<file path="config.mk">
export PLATFORM = sky130hd
export DESIGN_NAME = tlg_ctrl
export DESIGN_NICKNAME = d
export VERILOG_FILES = /design/src/rtl/tlg_pkg.sv /design/src/rtl/tlg_ctrl.sv
export SDC_FILE = /design/constraint.sdc
export NUM_CORES = 1
export LEC_CHECK = 0
export ABC_AREA = 1
export BUFFER_PORTS_ARGS = -buffer_cell sky130_fd_sc_hd__buf_2
export CAP_MARGIN = 10
export CORE_AREA = 2 2 39 41
export DETAILED_ROUTE_END_ITERATION = 10
export DIE_AREA = 0 0 41 43
export PLACE_DENSITY = 0.51
export SLEW_MARGIN = 10
export SYNTH_ARGS = -nofsm -noshare
export SYNTH_HDL_FRONTEND = slang
export SYNTH_SLANG_ARGS = --single-unit
</file>
<file path="constraint.sdc">
create_clock -name i_clk -period 2.2 [get_ports i_clk]
set_input_delay 0 -clock i_clk [delete_from_list [all_inputs] [get_ports i_clk]]
set_output_delay 0 -clock i_clk [all_outputs]
set_load 0.01 [all_outputs]
</file>
<file path="src/rtl/tlg_pkg.sv">
`timescale 1ns / 1ps
// ----------------------------------------------------------------------------
// Toroidal Life grid engine package
// Command codes, field widths, register indexes and the types that join the
// controller to the datapath.
// ----------------------------------------------------------------------------
package tlg_pkg;

    localparam int IN_TDATA_W  = 16;
    localparam int OUT_TDATA_W = 8;
    localparam int OUT_BITS_W  = 3;
    localparam int CMD_W       = 3;
    localparam int CFG_W       = 7;

    localparam logic [CMD_W-1:0] CMD_WRITE   = 3'd0;
    localparam logic [CMD_W-1:0] CMD_TOGGLE  = 3'd1;
    localparam logic [CMD_W-1:0] CMD_CLEAR   = 3'd2;
    localparam logic [CMD_W-1:0] CMD_ADVANCE = 3'd3;
    localparam logic [CMD_W-1:0] CMD_SET_RUN = 3'd4;
    localparam logic [CMD_W-1:0] CMD_READ    = 3'd5;

    localparam logic CFG_ROWS = 1'b0;
    localparam logic CFG_COLS = 1'b1;

    localparam logic [CFG_W-1:0] CFG_SIZE_RESET = 7'd64;

    typedef enum logic [2:0] {
        ST_IDLE,
        ST_DECODE,
        ST_EDIT_WR,
        ST_ADV_ZERO,
        ST_ADV_LOAD,
        ST_ADV_ROW,
        ST_READ,
        ST_RESP
    } t_state;

    typedef struct packed {
        logic take;
        logic rd_item;
        logic edit_wr;
        logic clear_all;
        logic adv_rd_last;
        logic adv_rd_zero;
        logic adv_load;
        logic adv_step;
        logic out_load;
    } t_dp_cmd;

    typedef struct packed {
        logic [CMD_W-1:0] cmd;
        logic             refused;
        logic             on_grid;
        logic             running;
        logic             adv_last;
        logic             out_free;
    } t_dp_status;

endpackage

</file>
<file path="src/rtl/tlg_ctrl.sv">
`timescale 1ns / 1ps
// ----------------------------------------------------------------------------
// Toroidal Life grid controller
// Sequences one command at a time: edit, clear, generation sweep, cell read
// and hand-over of the result beat to the output register.
// ----------------------------------------------------------------------------
module tlg_ctrl (
    input  logic                i_clk,
    input  logic                i_rst_n,
    input  logic                i_in_valid,
    output logic                o_in_ready,
    input  tlg_pkg::t_dp_status i_sts,
    output tlg_pkg::t_dp_cmd    o_cmd
);

    tlg_pkg::t_state r_state;
    tlg_pkg::t_state n_state;

    always_ff @(posedge i_clk) begin
        if (!i_rst_n) begin
            r_state <= tlg_pkg::ST_IDLE;
        end else begin
            r_state <= n_state;
        end
    end

    always_comb begin
        n_state = r_state;
        unique case (r_state)
            tlg_pkg::ST_IDLE: begin
                if (i_in_valid) begin
                    n_state = tlg_pkg::ST_DECODE;
                end
            end
            tlg_pkg::ST_DECODE: begin
                unique case (i_sts.cmd) inside
                    tlg_pkg::CMD_WRITE, tlg_pkg::CMD_TOGGLE: begin
                        if (!i_sts.refused && i_sts.on_grid) begin
                            n_state = tlg_pkg::ST_EDIT_WR;
                        end else begin
                            n_state = tlg_pkg::ST_READ;
                        end
                    end
                    tlg_pkg::CMD_ADVANCE: begin
                        if (!i_sts.refused) begin
                            n_state = tlg_pkg::ST_ADV_ZERO;
                        end else begin
                            n_state = tlg_pkg::ST_READ;
                        end
                    end
                    default: begin
                        n_state = tlg_pkg::ST_READ;
                    end
                endcase
            end
            tlg_pkg::ST_EDIT_WR:  n_state = tlg_pkg::ST_READ;
            tlg_pkg::ST_ADV_ZERO: n_state = tlg_pkg::ST_ADV_LOAD;
            tlg_pkg::ST_ADV_LOAD: n_state = tlg_pkg::ST_ADV_ROW;
            tlg_pkg::ST_ADV_ROW: begin
                if (i_sts.adv_last) begin
                    n_state = tlg_pkg::ST_READ;
                end
            end
            tlg_pkg::ST_READ: n_state = tlg_pkg::ST_RESP;
            tlg_pkg::ST_RESP: begin
                if (i_sts.out_free) begin
                    n_state = tlg_pkg::ST_IDLE;
                end
            end
            default: n_state = tlg_pkg::ST_IDLE;
        endcase
    end

    always_comb begin
        o_cmd      = '0;
        o_in_ready = 1'b0;
        unique case (r_state)
            tlg_pkg::ST_IDLE: begin
                o_in_ready = 1'b1;
                o_cmd.take = i_in_valid;
            end
            tlg_pkg::ST_DECODE: begin
                unique case (i_sts.cmd) inside
                    tlg_pkg::CMD_WRITE, tlg_pkg::CMD_TOGGLE: begin
                        o_cmd.rd_item = !i_sts.refused && i_sts.on_grid;
                    end
                    tlg_pkg::CMD_CLEAR: begin
                        o_cmd.clear_all = !i_sts.refused;
                    end
                    tlg_pkg::CMD_ADVANCE: begin
                        o_cmd.adv_rd_last = !i_sts.refused;
                    end
                    default: begin
                        o_cmd = '0;
                    end
                endcase
            end
            tlg_pkg::ST_EDIT_WR:  o_cmd.edit_wr = 1'b1;
            tlg_pkg::ST_ADV_ZERO: o_cmd.adv_rd_zero = 1'b1;
            tlg_pkg::ST_ADV_LOAD: o_cmd.adv_load = 1'b1;
            tlg_pkg::ST_ADV_ROW:  o_cmd.adv_step = 1'b1;
            tlg_pkg::ST_READ:     o_cmd.rd_item = 1'b1;
            tlg_pkg::ST_RESP:     o_cmd.out_load = i_sts.out_free;
            default:              o_cmd = '0;
        endcase
    end

endmodule

</file>
==> flow_summary.ini, run 1 <==
[yosys]
synth_seq_cells = 3
syn-cell-area_sq_um = 298
yosys_warnings = 0
ys_types = 12
syn_inst = 56
yosys.area.top_type = nor2_1
synthTopCellsByArea = nor2_1 (21%), dfxtp_1 (20%), nand2_1 (16%)
syn_area_per_cell_sq_um = 5.32
synth_top_area_share = 0.214
synth.net_count = 67
ys_seq_area_frac = 0.202

[worst_setup_path]
path_max_fanout = 10
worstPathArrival_ps = 1210
required_ps = 2200
worstSetupPathType = reg -> out
worst_setup_path_start_kind = register
worstSetupEndpointType = output pin

[routing]
drt_first_pass_iters = 2
viasPerCell = 4.06
drt_iter0_markers = 3
wl_per_cell_microns = 8.11
antenna_left = 0
wirelength_microns = 762
drc = 0
num_vias = 382

[power]
power_switching_uw = 244
irDropWorstVdd_mv = 0.377
clock_power_share = 0.190
power_frac_seq = 0.267
design_power_total_uw = 498
intPower_uw = 254
powerDensity_nw_per_um2 = 1170
p_sw_frac = 0.489
leakagePower_nw = 0.274
combPwrFrac = 0.543

[cts]
clock_latency_ps = 230
numCtsBuffers = 3
root_buffer = clkbuf_4
cts_resized = 0
cts_sinks = 3
hold_buffers = 0
post-cts-setup-buffers = 0
cts-htree-levels = 1
clk_path_buf_depth = 2
clk_pin_slew_worst_paths_ps = 30
cts_tree = built

[final_layout]
drive_gt1_frac = 0.321
design_area_sq_um = 425
area_growth_pct = 42.9
diodes = 0
largest-register = r_state
layout.cells.non_filler = 94
reg_top3 = r_state (3)
finalNetCount = 90
final_util = 0.307
largest_reg_flops = 3

[sta]
period_minus_slack_ps = 1210
finalMaxSlewViolations = 0
hold_slack_ps = 24.5
slew_headroom = 0.770
setup_viol = 0
rsz0062_at_grt = no
worst_slew_pin_slew_ps = 345
hold_viol = 0
max_freq_mhz = 823
skew_ps = 2.89
fin_crit_sh = 0.552
fin_ws_ps = 985
fin_tns_setup_ps = 0

[global_routing]
grt-ovfl-total = 0
antenna_found_initial = 0
grt_start_max_net_pins = 11
gr-usage-all-layers = 0.0972
grt_pass1_vias = 342
grt_first_pass_wirelength_microns = 1170

[placement]
place_area_sq_um = 399
place_ws_ps = 1050
place_congestion = 0.750
hpwl_microns = 639
portBuffers = 19
dp.cells = 90

[die]
initial_utilization = 0.215
die_x_microns = 41
core_area_sq_um = 1380
die_h_microns = 43
design.die.area_sq_um = 1760
ioPinCount = 21
num_rows = 14

[outcome]
status = finished clean

[flow_run]
cap_violations = 0

[hold_path]
min_path_type = in -> reg
-- synth_stat cells --
cell      instances
a21oi_1           1
clkbuf_8          1
inv_2             1
o22ai_1           1
nor3_1            2
nand4_1           2
nor2_1           17
dfxtp_1           3
nand3_1           4
nand2_1          13
inv_1             9
nand3_2           2
-- cells by family (layout without fill, tap and decap cells) --
| family | after synthesis | in the layout | synth area share |
|---|---|---|---|
| simple gates | 40 | 40 | 0.588 |
| buf+inv | 11 | 33 | 0.172 |
| flops | 3 | 3 | 0.202 |
| compound gates | 2 | 2 | 0.0378 |
-- critical path: stages, from the launching register on --
cell and delay (ps):
dfxtp_1 510, inv_2 120, nor2_1 120, nand2_1 70, inv_1 50, buf_2 120
-- cell type report --
type | instances | area, sq um
clock buffers | 4 | 26.3
fillers | 175 | 958
inverters | 10 | 37.5
multi-input cells | 42 | 186
flip-flops and latches | 3 | 60.1
well taps | 16 | 20.0
repair buffers | 19 | 95.1
-- path summary, 6_finish.rpt --
kind / from / end / slack (ps) / cells after the start
min: i_rst_n / r_state[2] / 20 / 3
max: r_state[2] / o_cmd[0] / 990 / 5
min reg2reg: r_state[2] / r_state[2] / 640 / 2
max reg2reg: r_state[2] / r_state[2] / 1050 / 6
-- power by group through the flow --
stage,registers [mW],clock network (mW),logic [mW]
after CTS,0.133,0.102,0.275
after detailed placement,0.134,0,0.274
final,0.133,0.0947,0.270
after global placement,0.134,0,0.273
after floorplan,0.105,0,0.228
after global routing,0.138,0.108,0.307
-- placed cells by master (no fill, tap or decap) --
cell type	count
dfxtp_1	3
nand2_1	13
clkbuf_4	3
o22ai_1	1
nor3_1	2
inv_2	1
nand3_2	2
nor2_1	17
a21oi_1	1
clkbuf_1	1
inv_1	9
buf_2	19
nand3_1	4
nand4_1	2
-- routing by layer --
metal,routed length [microns],global-route usage,vias up
li1,-,-,215
met1,336,0.115,156
met3,62,0.0157,0
met5,0,0,-
met2,363,0.144,11
met4,0,0.0800,0
Note: power is estimated with default switching activity, not from simulation.
==> inputs of run 2 (changes only) <==
- ABC_AREA: 1 -> 0
- PLACE_DENSITY: 0.51 -> 0.5
- clock period: 2.2 -> 1.2 ns (I/O delays scaled with it)
==> run 2 against run 1 <==
Effect of this change: the flow now finishes with violations (setup timing); die area is the same; combinational power grew 13%; final area grew 2.1%; clock power grew 84%; sequential cell count is the same; utilization grew 0.63 points; total power grew 33%; routed wire length shrank 1.0%; sequential power grew 38%; non-clock buffer count grew 4; register-to-register slack lost 980 ps.
==> flow_summary.ini, run 2 <==
[outcome]
status = finished with violations
violations = setup timing

[cts]
clock_latency_ps = 230
cts-htree-levels = 1
cts_tree = built
cts_sinks = 3
clk_path_buf_depth = 2
hold_buffers = 0
root_buffer = clkbuf_4
numCtsBuffers = 3
clk_pin_slew_worst_paths_ps = 40

[routing]
wirelength_microns = 754
wl_per_cell_microns = 9.92
drc = 0
antenna_left = 0
num_vias = 335
viasPerCell = 4.41
drt_iter0_markers = 5
drt_first_pass_iters = 4

[final_layout]
mostFrequentLayoutCell = buf_2
diodes = 0
regArea_sq_um = 63.8
finalNetCount = 72
multi_input_area_sq_um = 188
reg_top3 = r_state (3)
final_cell_mix = buf_2 (19), nor3b_1 (4), buf_4 (4)
nFillCells = 151
largest_reg_flops = 3
area_growth_pct = 54.9
drive_gt1_frac = 0.550
largest-register = r_state

[worst_setup_path]
worstPathArrival_ps = 1200
worstSetupEndpointType = output pin
r2r_cells = 4
setup.worst_path.start = r_state[2]
path_max_fanout = 4
worstSetupPathType = reg -> out
r2r-start = r_state[2]
worst_setup_path_start_kind = register
required_ps = 1200

[sta]
setup_viol = 1
hold_viol = 0
skew_ps = 0.169
fin_crit_sh = 1.00
period_minus_slack_ps = 1200
fin_tns_setup_ps = -0.0528
finalMaxSlewViolations = 0
fin_ws_ps = -0.0528
rsz0062_at_grt = yes
max_freq_mhz = 833
slew_headroom = 0.770
worst_slew_pin_slew_ps = 341

[yosys]
synth.most_common_cell = nor3b_1
ys_seq_area_frac = 0.214
synth_commonest_cells = nor3b_1 (4), dfxtp_1 (3), nand3_1 (3)
yosys.area.top_type = dfxtp_1
synth_edf_count = 0
async_flop_share = 0
synth_ff_type = dfxtp_1
yosys_warnings = 0
syn_area_per_cell_sq_um = 7.79
ys_types = 23
synth_top_area_share = 0.214
synthTopCellsByArea = dfxtp_1 (21%), nor3b_1 (11%), nor4_4 (7.6%)
syn-cell-area_sq_um = 280
synth_seq_cells = 3
synth.net_count = 47
syn_inst = 36

[die]
die_h_microns = 43
initial_utilization = 0.203
ioPinCount = 21
core_area_sq_um = 1380
design.die.area_sq_um = 1760
die_x_microns = 41
num_rows = 14

[power]
intPower_uw = 408
power_switching_uw = 254
power_frac_seq = 0.277
irDropWorstVdd_mv = 0.517
powerDensity_nw_per_um2 = 1530
clock_power_share = 0.263
leakagePower_nw = 0.221
combPwrFrac = 0.460
p_sw_frac = 0.384

[hold_path]
min_path_type = in -> reg
worstHoldStart = i_rst_n
holdPathStages = 3

[placement]
place_congestion = 0.758
place_ws_ps = 95.4
portBuffers = 19
hpwl_microns = 608

[global_routing]
grt-ovfl-total = 0
grt_pass1_vias = 295
grt_first_pass_wirelength_microns = 1160
grt_start_max_net_pins = 10
antenna_found_initial = 0
gr-usage-all-layers = 0.0932

[flow_run]
cap_violations = 0
[run 2: final timing paths]
kind | end | slack, ps
worst max-delay path | o_cmd[4] | -0.05
worst min-delay path | r_state[2] | 10
worst max register to register | r_state[0] | 70
worst min register to register | r_state[1] | 630
[run 2: cells by family (layout without fill, tap and decap cells)]
family	Yosys count	after routing	synth area share
AO/OA/AOI/OAI	7	7	0.179
buffers and inverters	6	30	0.125
flip-flops	3	3	0.214
AND/OR/NAND/NOR	20	20	0.482
[run 2: through the flow]
step | hold slack, ps | instances | instance area (sq um) | util | power [mW]
2_1_floorplan | 47.5 | 36 | 280 | - | 0.381
3_3_place_gp | 258 | 71 | 394 | 0.285 | 0.481
3_5_place_dp | 260 | 71 | 394 | 0.285 | 0.484
4_1_cts | 6.63 | 76 | 430 | 0.311 | 0.672
5_1_grt | 20.9 | 76 | 434 | 0.314 | 0.717
6_report | 11.4 | 76 | 434 | 0.314 | 0.662
[run 2: cell type report]
| class | count | share of cell area |
|---|---|---|
| clock buffers | 4 | 0.0605 |
| inverters | 3 | 0.0259 |
| multi-input cells | 27 | 0.432 |
| flip-flops and latches | 3 | 0.147 |
| well taps | 16 | 0.0461 |
| repair buffers | 23 | 0.288 |
[run 2: critical path, stage by stage (launching register included)]
cell and delay, ps:
dfxtp_2 340, nor4_4 290, nand4_1 160, inv_1 70, buf_2 120
[run 2: timing repair]
| item | CTS | global route |
|---|---|---|
| gates resized for setup | 2 | 2 |
| buffers inserted | 1 | 0 |
| pin swaps | 3 | 3 |
| setup endpoints to repair | 5 | 7 |
[run 2: power by group through the flow]
stage                     logic, mW  registers, mW  clock network (mW)
after floorplan               0.234          0.147                   0
after global placement        0.304          0.177                   0
after detailed placement      0.305          0.178                   0
after CTS                     0.307          0.181               0.184
after global routing          0.339          0.189               0.189
final                         0.305          0.183               0.174
[run 2: routing by layer]
metal | share of wire | wire, microns | track usage | vias up
met5 | 0 | 0 | 0 | -
met4 | 0 | 0 | 0.0200 | 0
met3 | 0.070 | 53 | 0.0314 | 0
met2 | 0.48 | 364 | 0.134 | 12
met1 | 0.45 | 336 | 0.131 | 147
li1 | - | - | - | 176
==> inputs of run 3 (changes only) <==
- CTS_BUF_LIST: unset -> sky130_fd_sc_hd__clkbuf_16
==> run 3 against run 2 <==
Effect of this change: the flow now finishes without violations; register-to-register slack about the same; non-clock buffer count unchanged; via count increased by 1.2%; first-iteration DRC count increased by 40%; global-route usage increased by 2.2 points; critical path type unchanged; critical endpoint unchanged; highest routed layer is now met4.
==> flow_summary.ini, run 3 (synthesis gave the netlist of run 2 again) <==
[power]
leakagePower_nw = 0.248
design_power_total_mw = 1.01
irDropWorstVdd_mv = 0.813
powerDensity_nw_per_um2 = 2080

[global_routing]
antenna_found_initial = 0
gr-usage-all-layers = 0.115
grt_pass1_vias = 309
grt_first_pass_wirelength_microns = 1240
grt-ovfl-total = 0
grt_start_max_net_pins = 10

[final_layout]
drive_gt1_frac = 0.550
nFillCells = 143
largest_reg_flops = 3
mostFrequentLayoutCell = buf_2
layout.cells.non_filler = 76
regArea_sq_um = 63.8
finalNetCount = 72
area_growth_pct = 73.7
largest-register = r_state
diodes = 0
final_cell_mix = buf_2 (19), nor3b_1 (4), buf_4 (4)
final_util = 0.352
reg_top3 = r_state (3)
multi_input_area_sq_um = 188

[die]
die_h_microns = 43
core_area_sq_um = 1380
ioPinCount = 21
die_x_microns = 41
design.die.area_sq_um = 1760
num_rows = 14
initial_utilization = 0.203

[cts]
cts-htree-levels = 1
clk_pin_slew_worst_paths_ps = 30
cts_tree = built
numCtsBuffers = 3
clock_latency_ps = 230
root_buffer = clkbuf_16
cts_sinks = 3
clk_path_buf_depth = 2
hold_buffers = 0

[sta]
hold_viol = 0
hold_slack_ps = 14.6
fin_ws_ps = 3.09
period_minus_slack_ps = 1200
worst_slew_pin_slew_ps = 337
finalMaxSlewViolations = 0
skew_ps = 4.81
slew_headroom = 0.772
setup_viol = 0
fin_crit_sh = 0.997
rsz0062_at_grt = yes
max_freq_mhz = 835

[hold_path]
holdPathStages = 3
hold_end = r_state[2]
worstHoldStart = i_rst_n
min_path_type = in -> reg

[routing]
drc = 0
drt_first_pass_iters = 4
antenna_left = 0
drt_iter0_markers = 7
wl_per_cell_microns = 10.4
viasPerCell = 4.46
wirelength_microns = 793
num_vias = 339

[placement]
hpwl_microns = 608
place_ws_ps = 95.4
place_congestion = 0.758
dp.cells = 71
portBuffers = 19

[worst_setup_path]
worstSetupPathType = reg -> out
r2r_end = r_state[0]
path_max_fanout = 4
worstSetupEndpointType = output pin
worstPathArrival_ps = 1200
r2r-start = r_state[2]
r2r_slack_ps = 60
worst_setup_path_start_kind = register
r2r_cells = 4
required_ps = 1200

[flow_run]
cap_violations = 0

[outcome]
status = finished clean
[run 3: changes by cell type in the layout (fill, tap and decap cells not counted), sizes merged]
cell    before  now
inv          3    4
clkbuf       4    3
[run 3: cell type report]
class	count	area share
clock buffers	3	0.154
well taps	16	0.0411
repair buffers	23	0.257
clock inverters	1	0.00771
flip-flops and latches	3	0.131
inverters	3	0.0231
multi-input cells	27	0.386
[run 3: report_power, final]
part	total (mW)	internal [mW]	switching, mW
logic	0.303	0.150	0.154
clock network	0.524	0.430	0.0938
registers	0.184	0.134	0.0499
[run 3: what timing repair did]
action                                  CTS  global route
gates resized for setup                   2             2
cloned                                    0             0
endpoints found under the setup margin    4             7
buffers inserted                          1             0
pin swaps                                 3             3
[run 3: worst max path at each step]
stage / startpoint / endpoint / slack (ps) / cells past startpoint
3_5_place_dp: r_state[1] / r_state[0] / 100 / 3
2_1_floorplan: r_state[2] / r_state[0] / 140 / 4
3_3_place_gp: r_state[0] / r_state[2] / 70 / 2
5_1_grt: r_state[2] / o_cmd[4] / -100 / 4
4_1_cts: r_state[2] / o_cmd[4] / -40 / 4
6_report: r_state[2] / o_cmd[4] / 3 / 4
[run 3: worst max-delay path, cell delays in order (launching register included)]
cell and delay (ps):
dfxtp_2 330, nor4_4 290, nand4_1 160, inv_1 70, buf_2 120
[run 3: layer usage]
metal	global-route usage	wire length, microns	vias up
li1	-	-	177
met1	0.131	319	144
met2	0.147	376	14
met3	0.0471	64	4
met4	0.120	33	0
met5	0	0	-
[run 3: metrics by stage]
step                      cell area (sq um)  setup TNS [ps]
after global routing                    487            -253
after floorplan                         280               0
after global placement                  394               0
after detailed placement                394               0
final                                   487               0
after CTS                               483           -79.0
